===== src/sv/clrs_pkg.sv =====
`timescale 1ns / 1ps
// ----------------------------------------------------------------------------
// clrs_pkg
// Shared types and constants of the character LCD refresh sequencer.
// ----------------------------------------------------------------------------

package clrs_pkg;

   localparam int COLUMNS_DEFAULT = 16;
   localparam int ROWS_DEFAULT    = 2;

   localparam int CMD_W      = 8;
   localparam int BASE_W     = 7;
   localparam int CSR_ADDR_W = 3;
   localparam int CSR_DATA_W = 8;
   localparam int NIBBLE_W   = 4;

   localparam logic [CMD_W-1:0] INIT_WAKE_A   = 8'h33;
   localparam logic [CMD_W-1:0] INIT_WAKE_B   = 8'h32;
   localparam logic [CMD_W-1:0] SET_ADDR_FLAG = 8'h80;
   localparam logic [2:0]       INIT_LAST     = 3'd6;

   localparam logic [CMD_W-1:0]  FUNCTION_SET_RESET = 8'h28;
   localparam logic [CMD_W-1:0]  DISPLAY_ON_RESET   = 8'h0E;
   localparam logic [CMD_W-1:0]  CLEAR_RESET        = 8'h01;
   localparam logic [CMD_W-1:0]  ENTRY_MODE_RESET   = 8'h06;
   localparam logic [CMD_W-1:0]  CURSOR_OFF_RESET   = 8'h0C;
   localparam logic [BASE_W-1:0] LINE0_BASE_RESET   = 7'h00;
   localparam logic [BASE_W-1:0] LINE1_BASE_RESET   = 7'h40;

   typedef enum logic [1:0] {
      REQ_TICK  = 2'd0,
      REQ_WRITE = 2'd1,
      REQ_CLEAR = 2'd2
   } req_kind_type;

   typedef enum logic [2:0] {
      PH_IDLE   = 3'b001,
      PH_READY  = 3'b010,
      PH_POSUPD = 3'b100
   } phase_type;

   typedef enum logic [CSR_ADDR_W-1:0] {
      CSR_FUNCTION_SET = 3'd0,
      CSR_DISPLAY_ON   = 3'd1,
      CSR_CLEAR        = 3'd2,
      CSR_ENTRY_MODE   = 3'd3,
      CSR_CURSOR_OFF   = 3'd4,
      CSR_LINE0_BASE   = 3'd5,
      CSR_LINE1_BASE   = 3'd6
   } csr_index_type;

   // one byte waiting for the nibble register
   typedef struct packed {
      logic             err;
      logic             rs;
      logic             from_ram;
      logic             hit;
      logic [CMD_W-1:0] data;
   } stage_type;

endpackage


===== src/sv/clrs_ram.sv =====
`timescale 1ns / 1ps
// ----------------------------------------------------------------------------
// clrs_ram
// Generic single-write, single-read RAM with a registered read port.
// ----------------------------------------------------------------------------

module clrs_ram #(
   parameter int WIDTH = 8,
   parameter int DEPTH = 32
) (
   input  logic                     clock,
   input  logic                     wr_en,
   input  logic [$clog2(DEPTH)-1:0] wr_addr,
   input  logic [WIDTH-1:0]         wr_data,
   input  logic                     rd_en,
   input  logic [$clog2(DEPTH)-1:0] rd_addr,
   output logic [WIDTH-1:0]         rd_data
);

   logic [WIDTH-1:0] mem_ff [DEPTH];
   logic [WIDTH-1:0] rd_data_ff;

   always_ff @(posedge clock) begin
      if (wr_en) begin
         mem_ff[wr_addr] <= wr_data;
      end
      if (rd_en) begin
         rd_data_ff <= mem_ff[rd_addr];
      end
   end

   assign rd_data = rd_data_ff;

endmodule


===== src/sv/char_lcd_refresh_sequencer.sv =====
`timescale 1ns / 1ps
// ----------------------------------------------------------------------------
// char_lcd_refresh_sequencer
// Character buffer and 4-bit bus sequencer for an HD44780-style display.
// ----------------------------------------------------------------------------
// A request item is taken while req_tready is high; a stalled byte stage
// drops it. A tick or a clear produces one byte, which leaves as two nibble
// items (high nibble first, rsp_tlast on the low nibble); a clear before init
// completes gives a single error item. The nibble output register emits one
// nibble per cycle while rsp_tready is high, and a steady stream of ticks is
// paced by it. The character buffer sits in a RAM with a registered read
// port, read when a ready tick is taken; per-entry valid flops make unwritten
// entries read as zero right after reset, with no clearing pass. Pipeline:
// request stage, byte stage (RAM data), nibble register.
// ----------------------------------------------------------------------------

module char_lcd_refresh_sequencer #(
   parameter int COLUMNS = clrs_pkg::COLUMNS_DEFAULT,
   parameter int ROWS    = clrs_pkg::ROWS_DEFAULT
) (
   input  logic                            clock,
   input  logic                            reset,
   // request channel
   input  logic                            req_tvalid,
   output logic                            req_tready,
   input  logic [15:0]                     req_tdata,  // buf_row, buf_col, buf_char
   input  logic [1:0]                      req_tuser,  // req_type
   // result channel
   output logic                            rsp_tvalid,
   input  logic                            rsp_tready,
   output logic [7:0]                      rsp_tdata,  // bus_nibble
   output logic [1:0]                      rsp_tuser,  // reg_select, not_ready_error
   output logic                            rsp_tlast,  // last_nibble
   // configuration
   input  logic                            csr_we,
   input  logic [clrs_pkg::CSR_ADDR_W-1:0] csr_addr,
   input  logic [clrs_pkg::CSR_DATA_W-1:0] csr_wdata
);

   localparam int DEPTH = ROWS * COLUMNS;
   localparam int IDX_W = $clog2(DEPTH);
   localparam int COL_W = $clog2(COLUMNS);
   localparam int ROW_W = (ROWS > 1) ? $clog2(ROWS) : 1;
   localparam logic [COL_W-1:0] COL_LAST = COL_W'(COLUMNS - 1);
   localparam logic [ROW_W-1:0] ROW_LAST = ROW_W'(ROWS - 1);
   localparam logic [clrs_pkg::BASE_W-1:0] COL_OFFSET = clrs_pkg::BASE_W'(COLUMNS);

   // configuration registers
   logic [clrs_pkg::CMD_W-1:0]  fn_set_ff, fn_set_in;
   logic [clrs_pkg::CMD_W-1:0]  disp_on_ff, disp_on_in;
   logic [clrs_pkg::CMD_W-1:0]  clear_ff, clear_in;
   logic [clrs_pkg::CMD_W-1:0]  entry_ff, entry_in;
   logic [clrs_pkg::CMD_W-1:0]  curs_off_ff, curs_off_in;
   logic [clrs_pkg::BASE_W-1:0] line0_ff, line0_in;
   logic [clrs_pkg::BASE_W-1:0] line1_ff, line1_in;

   // sequencer state
   clrs_pkg::phase_type phase_ff, phase_in;
   logic [2:0]          step_ff, step_in;
   logic                done_ff, done_in;
   logic [ROW_W-1:0]    row_ff, row_in;
   logic [COL_W-1:0]    col_ff, col_in;
   logic                vld_ff [DEPTH];
   logic                vld_in [DEPTH];

   // byte stage and nibble register
   logic                       s1_valid_ff, s1_valid_in;
   clrs_pkg::stage_type        s1_ff, s1_in;
   logic                       ob_valid_ff, ob_valid_in;
   logic                       ob_lo_ff, ob_lo_in;
   logic                       ob_err_ff, ob_err_in;
   logic                       ob_rs_ff, ob_rs_in;
   logic [clrs_pkg::CMD_W-1:0] ob_data_ff, ob_data_in;

   // request fields
   logic                       buf_row;
   logic [3:0]                 buf_col;
   logic [clrs_pkg::CMD_W-1:0] buf_char;
   clrs_pkg::req_kind_type     req_kind;

   logic                        accept;
   logic                        ob_done;
   logic                        s1_advance;
   logic                        wr_ok;
   logic [IDX_W-1:0]            wr_idx;
   logic [IDX_W-1:0]            rd_idx;
   logic                        ram_we;
   logic                        ram_re;
   logic [clrs_pkg::CMD_W-1:0]  ram_rd_data;
   logic [clrs_pkg::CMD_W-1:0]  s1_byte;
   logic [clrs_pkg::CMD_W-1:0]  init_cmd;
   logic [clrs_pkg::CMD_W-1:0]  addr_cmd;
   logic [clrs_pkg::BASE_W-1:0] line_base;
   logic [1:0]                  row_sel;

   assign buf_row  = req_tdata[0];
   assign buf_col  = req_tdata[4:1];
   assign buf_char = req_tdata[12:5];
   assign req_kind = clrs_pkg::req_kind_type'(req_tuser);

   assign ob_done    = ob_valid_ff && rsp_tready && (ob_lo_ff || ob_err_ff);
   assign s1_advance = s1_valid_ff && (!ob_valid_ff || ob_done);
   assign req_tready = !s1_valid_ff || s1_advance;
   assign accept     = req_tvalid && req_tready;

   assign wr_ok  = ((ROWS > 1) || (buf_row == 1'b0)) && (32'(buf_col) < COLUMNS);
   assign wr_idx = IDX_W'(32'(buf_row) * COLUMNS + 32'(buf_col));
   assign rd_idx = IDX_W'(32'(row_ff) * COLUMNS + 32'(col_ff));

   always_comb begin
      unique case (step_ff)
         3'd0:    init_cmd = clrs_pkg::INIT_WAKE_A;
         3'd1:    init_cmd = clrs_pkg::INIT_WAKE_B;
         3'd2:    init_cmd = fn_set_ff;
         3'd3:    init_cmd = disp_on_ff;
         3'd4:    init_cmd = clear_ff;
         3'd5:    init_cmd = entry_ff;
         default: init_cmd = curs_off_ff;
      endcase
   end

   // rows two and three sit one line length past the first two bases
   assign row_sel = 2'(row_ff);
   always_comb begin
      unique case (row_sel)
         2'd0:    line_base = line0_ff;
         2'd1:    line_base = line1_ff;
         2'd2:    line_base = line0_ff + COL_OFFSET;
         default: line_base = line1_ff + COL_OFFSET;
      endcase
   end
   assign addr_cmd = clrs_pkg::SET_ADDR_FLAG
                   | {1'b0, line_base + clrs_pkg::BASE_W'(col_ff)};

   assign s1_byte = s1_ff.from_ram ? (s1_ff.hit ? ram_rd_data : '0) : s1_ff.data;

   always_comb begin
      fn_set_in   = fn_set_ff;
      disp_on_in  = disp_on_ff;
      clear_in    = clear_ff;
      entry_in    = entry_ff;
      curs_off_in = curs_off_ff;
      line0_in    = line0_ff;
      line1_in    = line1_ff;
      phase_in    = phase_ff;
      step_in     = step_ff;
      done_in     = done_ff;
      row_in      = row_ff;
      col_in      = col_ff;
      vld_in      = vld_ff;
      s1_valid_in = s1_valid_ff;
      s1_in       = s1_ff;
      ob_valid_in = ob_valid_ff;
      ob_lo_in    = ob_lo_ff;
      ob_err_in   = ob_err_ff;
      ob_rs_in    = ob_rs_ff;
      ob_data_in  = ob_data_ff;
      ram_we      = 1'b0;
      ram_re      = 1'b0;

      if (csr_we) begin
         unique case (clrs_pkg::csr_index_type'(csr_addr))
            clrs_pkg::CSR_FUNCTION_SET: fn_set_in   = csr_wdata;
            clrs_pkg::CSR_DISPLAY_ON:   disp_on_in  = csr_wdata;
            clrs_pkg::CSR_CLEAR:        clear_in    = csr_wdata;
            clrs_pkg::CSR_ENTRY_MODE:   entry_in    = csr_wdata;
            clrs_pkg::CSR_CURSOR_OFF:   curs_off_in = csr_wdata;
            clrs_pkg::CSR_LINE0_BASE:   line0_in    = csr_wdata[clrs_pkg::BASE_W-1:0];
            clrs_pkg::CSR_LINE1_BASE:   line1_in    = csr_wdata[clrs_pkg::BASE_W-1:0];
            default: ;
         endcase
      end

      // nibble register: high nibble, then low nibble
      if (s1_advance) begin
         ob_valid_in = 1'b1;
         ob_lo_in    = 1'b0;
         ob_err_in   = s1_ff.err;
         ob_rs_in    = s1_ff.rs;
         ob_data_in  = s1_byte;
      end else if (ob_valid_ff && rsp_tready) begin
         if (ob_lo_ff || ob_err_ff) begin
            ob_valid_in = 1'b0;
         end else begin
            ob_lo_in = 1'b1;
         end
      end

      if (s1_advance) begin
         s1_valid_in = 1'b0;
      end

      if (accept) begin
         s1_in.err      = 1'b0;
         s1_in.rs       = 1'b0;
         s1_in.from_ram = 1'b0;
         s1_in.hit      = 1'b0;
         s1_in.data     = '0;
         unique case (req_kind)
            clrs_pkg::REQ_WRITE: begin
               if (wr_ok) begin
                  ram_we         = 1'b1;
                  vld_in[wr_idx] = 1'b1;
               end
            end
            clrs_pkg::REQ_CLEAR: begin
               s1_valid_in = 1'b1;
               if (!done_ff) begin
                  s1_in.err = 1'b1;
               end else begin
                  s1_in.data = clear_ff;
                  row_in     = '0;
                  col_in     = '0;
                  phase_in   = clrs_pkg::PH_POSUPD;
               end
            end
            clrs_pkg::REQ_TICK: begin
               unique case (phase_ff)
                  clrs_pkg::PH_IDLE: begin
                     s1_valid_in = 1'b1;
                     s1_in.data  = init_cmd;
                     if (step_ff >= clrs_pkg::INIT_LAST) begin
                        done_in  = 1'b1;
                        phase_in = clrs_pkg::PH_READY;
                     end else begin
                        step_in = step_ff + 3'd1;
                     end
                  end
                  clrs_pkg::PH_READY: begin
                     s1_valid_in    = 1'b1;
                     s1_in.rs       = 1'b1;
                     s1_in.from_ram = 1'b1;
                     s1_in.hit      = vld_ff[rd_idx];
                     ram_re         = 1'b1;
                     if (col_ff == COL_LAST) begin
                        col_in   = '0;
                        row_in   = (row_ff == ROW_LAST) ? '0 : row_ff + ROW_W'(1);
                        phase_in = clrs_pkg::PH_POSUPD;
                     end else begin
                        col_in = col_ff + COL_W'(1);
                     end
                  end
                  clrs_pkg::PH_POSUPD: begin
                     s1_valid_in = 1'b1;
                     s1_in.data  = addr_cmd;
                     phase_in    = clrs_pkg::PH_READY;
                  end
                  default: ;
               endcase
            end
            default: ;
         endcase
      end
   end

   always_ff @(posedge clock) begin
      if (reset) begin
         fn_set_ff   <= clrs_pkg::FUNCTION_SET_RESET;
         disp_on_ff  <= clrs_pkg::DISPLAY_ON_RESET;
         clear_ff    <= clrs_pkg::CLEAR_RESET;
         entry_ff    <= clrs_pkg::ENTRY_MODE_RESET;
         curs_off_ff <= clrs_pkg::CURSOR_OFF_RESET;
         line0_ff    <= clrs_pkg::LINE0_BASE_RESET;
         line1_ff    <= clrs_pkg::LINE1_BASE_RESET;
         phase_ff    <= clrs_pkg::PH_IDLE;
         step_ff     <= '0;
         done_ff     <= 1'b0;
         row_ff      <= '0;
         col_ff      <= '0;
         for (int i = 0; i < DEPTH; i++) begin
            vld_ff[i] <= 1'b0;
         end
         s1_valid_ff <= 1'b0;
         ob_valid_ff <= 1'b0;
         ob_lo_ff    <= 1'b0;
         ob_err_ff   <= 1'b0;
      end else begin
         fn_set_ff   <= fn_set_in;
         disp_on_ff  <= disp_on_in;
         clear_ff    <= clear_in;
         entry_ff    <= entry_in;
         curs_off_ff <= curs_off_in;
         line0_ff    <= line0_in;
         line1_ff    <= line1_in;
         phase_ff    <= phase_in;
         step_ff     <= step_in;
         done_ff     <= done_in;
         row_ff      <= row_in;
         col_ff      <= col_in;
         vld_ff      <= vld_in;
         s1_valid_ff <= s1_valid_in;
         ob_valid_ff <= ob_valid_in;
         ob_lo_ff    <= ob_lo_in;
         ob_err_ff   <= ob_err_in;
      end
   end

   always_ff @(posedge clock) begin
      s1_ff      <= s1_in;
      ob_rs_ff   <= ob_rs_in;
      ob_data_ff <= ob_data_in;
   end

   clrs_ram #(
      .WIDTH (clrs_pkg::CMD_W),
      .DEPTH (DEPTH)
   ) u_buf_ram (
      .clock   (clock),
      .wr_en   (ram_we),
      .wr_addr (wr_idx),
      .wr_data (buf_char),
      .rd_en   (ram_re),
      .rd_addr (rd_idx),
      .rd_data (ram_rd_data)
   );

   assign rsp_tvalid = ob_valid_ff;
   assign rsp_tlast  = ob_lo_ff;
   assign rsp_tuser  = {ob_err_ff, ob_rs_ff};
   assign rsp_tdata  = {4'b0000, ob_lo_ff ? ob_data_ff[3:0] : ob_data_ff[7:4]};

endmodule


===== config.mk =====
export PLATFORM = sky130hd
export DESIGN_NAME = char_lcd_refresh_sequencer
export DESIGN_NICKNAME = d
export VERILOG_FILES = /design/src/sv/clrs_pkg.sv /design/src/sv/clrs_ram.sv /design/src/sv/char_lcd_refresh_sequencer.sv
export SDC_FILE = /design/constraint.sdc
export NUM_CORES = 1
export LEC_CHECK = 0
export CAP_MARGIN = 40
export CORE_ASPECT_RATIO = 0.9
export CORE_MARGIN = 2
export CORE_UTILIZATION = 35
export CTS_BUF_LIST = sky130_fd_sc_hd__clkbuf_4
export DETAILED_ROUTE_END_ITERATION = 8
export DONT_BUFFER_PORTS = 1
export PLACE_DENSITY = 0.54
export SETUP_SLACK_MARGIN = 0.3
export SYNTH_ARGS = -nofsm -noshare
export SYNTH_HDL_FRONTEND = slang
export SYNTH_SLANG_ARGS = --single-unit

===== constraint.sdc =====
create_clock -name clock -period 3.7 [get_ports clock]
set_clock_uncertainty 0.2 [all_clocks]
set_input_delay 0.74 -clock clock [delete_from_list [all_inputs] [get_ports clock]]
set_output_delay 0.74 -clock clock [all_outputs]
set_load 0.01 [all_outputs]

Word level (Yosys, flattened, before mapping)
Memories as Yosys holds them, arrays and structs flattened. A register that Yosys moved wholly into a read port is not among the register bits.
Index checks and enable logic that the tools add are counted.
W data, S select, Z words.
{"block": "word_totals", "register_bits": 123, "word_cells": 173, "inputBits": 34, "mem_count": 1, "ramBits": 256}
{"block": "op_classes", "n_bitwise": 5, "n_addsub": 7, "order_cmp": 4, "muxes": 43, "eq_ne": 23, "n_reduce_logical": 35}
{"name": "u_buf_ram.mem_ff", "words": 32, "word_bits": 8, "rd": 1, "rd_clocked_by_memory_dff": 1, "wr": 1, "line_no": "clrs_ram.sv:20", "source": "logic [WIDTH-1:0] mem_ff [DEPTH];"}
{"operator": "$pmux W8 S6", "n": 1}
{"operator": "$or A32 B32 Y32", "n": 1}
{"operator": "$pmux W8 S2", "n": 2}
{"operator": "$mux W8", "n": 3}
{"operator": "$reduce_and A2 Y1", "n": 11}
{"operator": "$mux W1", "n": 21}
{"operator": "$eq A3 B3 Y1 const B", "n": 6}
{"operator": "$mux W4", "n": 4}
{"operator": "$eq A3 B2 Y1 const B", "n": 5}
{"operator": "$pmux W7 S2", "n": 1}
{"operator": "$ge A6 B6 Y1 const B", "n": 2}
{"operator": "$mux W3", "n": 4}
{"operator": "$not A5 Y6", "n": 2}
{"operator": "$reduce_and A4 Y1", "n": 3}
{"operator": "$add A5 B4 Y5", "n": 2}
{"operator": "$eq A3 B1 Y1 const B", "n": 3}
{"operator": "$pmux W3 S3", "n": 1}
{"operator": "$pmux W4 S2", "n": 1}
{"operator": "$add A7 B4 Y7", "n": 1}
{"operator": "$add A7 B5 Y7 const B", "n": 1}
{"operator": "$logic_not A3 Y1", "n": 2}
{"operator": "$lt A6 B1 Y1 const B", "n": 1}
{"operator": "$ne A3 B3 Y1 const B", "n": 2}
{"operator": "$pmux W3 S2", "n": 1}
{"operator": "23 further kinds", "n": 36}

Logic depth before layout (Yosys ltp)
{"block": "depth", "ltp_word": 9, "mapped_depth": 10, "ltp_nobuf": 8}

Modules after synthesis
A second synthesis with hierarchy kept.
{"block": "hier_totals", "cells_unflattened": 1047, "area_unflattened_um2": 15748.9}
{"mod": "clrs_ram", "n_inst": 1, "area_each_um2": 10133.5, "seq_area_each_um2": 7927.6, "cells_each": 417}
{"mod": "char_lcd_refresh_sequencer", "n_inst": 1, "area_each_um2": 5615.4, "seq_area_each_um2": 2642.5, "cells_each": 630}

Worst setup path before layout
OpenSTA, ideal clock, no wires.
{"block": "synth_timing", "kind": "reg2reg", "start": "register row_ff", "end": "register s1_ff[6] (netlist bit) (data pin)", "required_time_ns": 3.239, "path_stages_with_launch": 11, "arrival_ns": 2.786, "n_path_buf": 2, "path_slack_ns": 0.454, "setup_time_ns": 0.261, "cell_sequence": "dfxtp_1 -> clkbuf_1 -> clkbuf_1 -> mux2_2 -> ha_1 -> fa_1 -> a21o_1 -> a21oi_1 -> nor2_1 -> xnor2_1 -> a221o_1"}
{"block": "synth_between", "elab_chain_cells": 5}
{"element": "from (decl)", "line_no": "char_lcd_refresh_sequencer.sv:61", "source": "logic [ROW_W-1:0] row_ff, row_in;"}
{"element": "from (signal assigned)", "line_no": "char_lcd_refresh_sequencer.sv:288", "source": "row_ff <= row_in;"}
{"element": "$logic_not A2 Y1", "line_no": "char_lcd_refresh_sequencer.sv:125", "source": "unique case (row_sel)"}
{"element": "$pmux W7 S2 (*)", "line_no": "char_lcd_refresh_sequencer.sv:125"}
{"element": "$add A7 B4 Y7 (*)", "line_no": "char_lcd_refresh_sequencer.sv:133", "source": "| {1'b0, line_base + clrs_pkg::BASE_W'(col_ff)};"}
{"element": "$pmux W8 S2 (*)", "line_no": "char_lcd_refresh_sequencer.sv:218", "source": "unique case (phase_ff)"}
{"element": "$pmux W8 S2 (*)", "line_no": "char_lcd_refresh_sequencer.sv:199", "source": "unique case (req_kind)"}
{"element": "to (signal assigned)", "line_no": "char_lcd_refresh_sequencer.sv:299", "source": "s1_ff <= s1_in;"}
{"element": "to (decl)", "line_no": "char_lcd_refresh_sequencer.sv:68", "source": "clrs_pkg::stage_type s1_ff, s1_in;"}
Mark *: on every way between the ends. The rest lies on a longest branch, timed or not.
A chain may end at the register's enable or synchronous reset.

Final worst setup path
Same ends and word-level chain as after synthesis.

==> qor.yml <==
report.final.slew_viol_count: 0
fin_setup_tns_ns: 0
gp_congestion: 0.7619
critPathRequiredTime_ns: 3.99
p_leak_nw: 6.114
ys_seq_elements: 386
status: "finished, final reports clean"
overflow: 0
start_util_pct: 35.51
grt_setup_unrepaired: "false"
dr_total_vias: 9405
final_cell_mix: "edfxtp_1, clkbuf_4, nand2_1"
critPathKind: "reg2reg"
synth_cells: 1038
power_density_nw_per_um2: 468.8
htreeDepth: 3
cts.sinks: 386
grt_usage_pct: 16.80
ant_nets: 0
portBuffers: 0
synthesis.area_um2: 15700
peakVddDrop_uv: 222.9
synth_top_family_by_area: "multiplexers"
slowest_delay_ns: 0.46
synth-async-reset-ratio_pct: 0
root_buffer: "clkbuf_4"
synth-edff-count: 284
tightest_slew_ns: 0.6953
slew-limit-headroom_pct: 53.65
finish.utilization_pct: 41.63
die_y_um: 204.9
synthAdderAreaFrac_pct: 0.9246
cts_buffers: 102
clk_pin_slew_ns: 0.07
hold_path_class: "in2reg"
startpoint_type: "register"
grt_max_degree: 103
synth_warnings: 0
synth-simple-area-share_pct: 8.282
insertion_delay_ns: 0.76
fmax_mhz: 331.6
crit_fanout: 27
antenna_found_initial: 2
muxShareOfSynthArea_pct: 14.68
fin_crit_sh_pct: 81.50
syn_area_per_cell_um2: 15.12
cts.path.max_buffers: 3
hold_viol_final: 0
grt_pass1_vias: 9457
dp_hpwl_um: 23640
power_w: 0.008627
maxCapViolCount: 0
die-area_um2: 46560
drive_gt1_share_pct: 27.97
share_comb_of_total_power_pct: 3.5
slowest_stage: "dfxtp_1"
nNetsFinal: 1216
grt_pass1_wl_um: 57800
power.share.clock_pct: 42.0
period_needed_ns: 3.015
cts_tree: "built"
r2r_setup_slack_ns: 0.68
setup_violations: 0
synth_flop_cell: "edfxtp_1"
die-width_um: 227.2
drc: 0
wl_um: 38080
swShare_pct: 22.51
synth-compound-area-share_pct: 6.106
viasPerCell: 5.067
netSwitchingPower_w: 0.001942
cp-end-kind: "register"
p_int_w: 0.006685
ys_seq_area_share_pct: 67.34
synth.distinct_cells: 54
cp_data_arrival_time_ns: 3.31
synthXorXnorAreaFrac_pct: 0.3906
final_common_cell: "edfxtp_1"
core_um2: 44210
dr.pass1.iters: 5
path_cells: "buf_4 > mux2_2 > ha_1 > a21o_1 > a21oi_1 > nor2_1 > xnor2_1 > a221o_1"
area_delta_synth_final_pct: 17.23
wl_per_cell_um: 20.52
num_io_pins: 47
first_iter_violations: 785
num_rows: 73
power.share.sequential_pct: 54.5
postCtsSetupBuffers: 0
==> path summary, 6_finish.rpt <==
kind,start,end,cells after the start
max,row_ff$_SDFFE_PP0P_,s1_ff[6]$_DFFE_PP_,8
min,req_tdata[3],vld_ff[6]$_SDFFE_PP0P_,3
max reg2reg,row_ff$_SDFFE_PP0P_,s1_ff[6]$_DFFE_PP_,8
min reg2reg,entry_ff[3]$_SDFFE_PP0P_,entry_ff[3]$_SDFFE_PP0P_,2
==> critical path, delay by kind of cell (launching register included) <==
kind                     cells  cell delay [ns]
multiplexers                 1             0.39
adder cells (fa/ha/maj)      1             0.33
AND/OR/NAND/NOR              1             0.09
XOR/XNOR                     1             0.13
buffers and inverters        1             0.44
AO/OA/AOI/OAI                3             0.71
flip-flops                   1             0.46
==> routing by layer <==
layer | vias up | track usage (%) | share of wire (%)
li1 | 4339 | - | -
met1 | 4757 | 23.02 | 45
met2 | 251 | 26.32 | 48
met3 | 56 | 3.758 | 5.2
met4 | 2 | 5.976 | 1.9
met5 | - | 0 | 0.034
==> cell type report <==
| type | count | area [um^2] |
|---|---|---|
| fillers | 4077 | 25800 |
| flip-flops and latches | 386 | 10580 |
| multi-input cells | 577 | 4841 |
| clock buffers | 154 | 1156 |
| repair buffers | 85 | 855.8 |
| well taps | 600 | 750.7 |
| clock inverters | 34 | 146.4 |
| inverters | 19 | 71.32 |
| diodes | 1 | 2.502 |
==> flip-flops by register name, summed over array words and instances, names as in the netlist, 7 cells and up <==
| register | flops |
|---|---|
| u_buf_ram.mem_ff | 256 |
| fn_set_ff | 8 |
| curs_off_ff | 8 |
| line1_ff | 7 |
| u_buf_ram.rd_data | 8 |
| ob_data_ff | 8 |
| s1_ff | 11 |
| vld_ff | 32 |
| entry_ff | 8 |
| clear_ff | 8 |
| line0_ff | 7 |
| disp_on_ff | 8 |
==> through the flow <==
| step | hold WS [ns] | cell area [um^2] | setup slack (ns) | cells |
|---|---|---|---|---|
| after floorplan | 0.2244 | 15710 | 0.4537 | 1041 |
| after global placement | 0.2329 | 16640 | 0.6757 | 1630 |
| after detailed placement | 0.2402 | 16650 | 0.6689 | 1632 |
| after CTS | 0.001251 | 18400 | 0.6607 | 1855 |
| after global routing | 0.05111 | 18400 | 0.5117 | 1856 |
| final | 0.08839 | 18400 | 0.6845 | 1856 |
==> power groups by stage <==
stage	clock, W	sequential, W	combinational [W]
finish	0.00363	0.00470	0.000301
detailed placement	0	0.00480	0.000179
global route	0.00397	0.00470	0.000329
floorplan	0	0.00478	0.000151
CTS	0.00375	0.00470	0.000303
global placement	0	0.00480	0.000176
==> cells by family after synthesis <==
group / Yosys count
buffers and inverters: 78
flip-flops: 386
other: 1
AND/OR/NAND/NOR: 291
adder cells (fa/ha/maj): 11
XOR/XNOR: 7
multiplexers: 117
AO/OA/AOI/OAI: 147
==> cell usage after synthesis, types with 3 or more instances <==
| library cell | number | area (um^2) |
|---|---|---|
| clkbuf_1 | 39 | 146.4 |
| a21oi_1 | 64 | 320.3 |
| edfxtp_1 | 284 | 8528 |
| and2_1 | 6 | 37.54 |
| nand3b_1 | 12 | 90.09 |
| buf_2 | 7 | 35.03 |
| a221oi_1 | 7 | 61.31 |
| dfxtp_1 | 102 | 2042 |
| buf_1 | 3 | 11.26 |
| nand3_1 | 14 | 70.07 |
| o21ai_0 | 17 | 85.08 |
| ha_1 | 10 | 125.1 |
| a21o_1 | 3 | 22.52 |
| buf_4 | 6 | 45.04 |
| nand2_1 | 126 | 473.0 |
| inv_1 | 19 | 71.32 |
| mux2_2 | 16 | 180.2 |
| nand2b_1 | 8 | 50.05 |
| nor4_1 | 9 | 56.30 |
| buf_6 | 4 | 45.04 |
| o21ba_2 | 7 | 70.07 |
| or3_1 | 3 | 18.77 |
| xnor2_1 | 5 | 43.79 |
| mux2i_1 | 12 | 120.1 |
| a22o_1 | 3 | 26.28 |
| nor2_1 | 85 | 319.1 |
| a31oi_1 | 16 | 100.1 |
| a22oi_1 | 5 | 37.54 |
| mux4_2 | 89 | 2004 |
| a222oi_1 | 5 | 50.05 |
| nor3_1 | 5 | 25.02 |
| nor2b_1 | 12 | 75.07 |
| a221o_1 | 5 | 50.05 |
==> timing repair <==
item | 4_1_cts | 5_1_grt
hold buffers | 35 | 0
gates resized for setup | 0 | 0
setup endpoints to repair | 0 | 0
endpoints found under the hold margin | 359 | 0
Note: power is estimated with default switching activity, not from simulation.
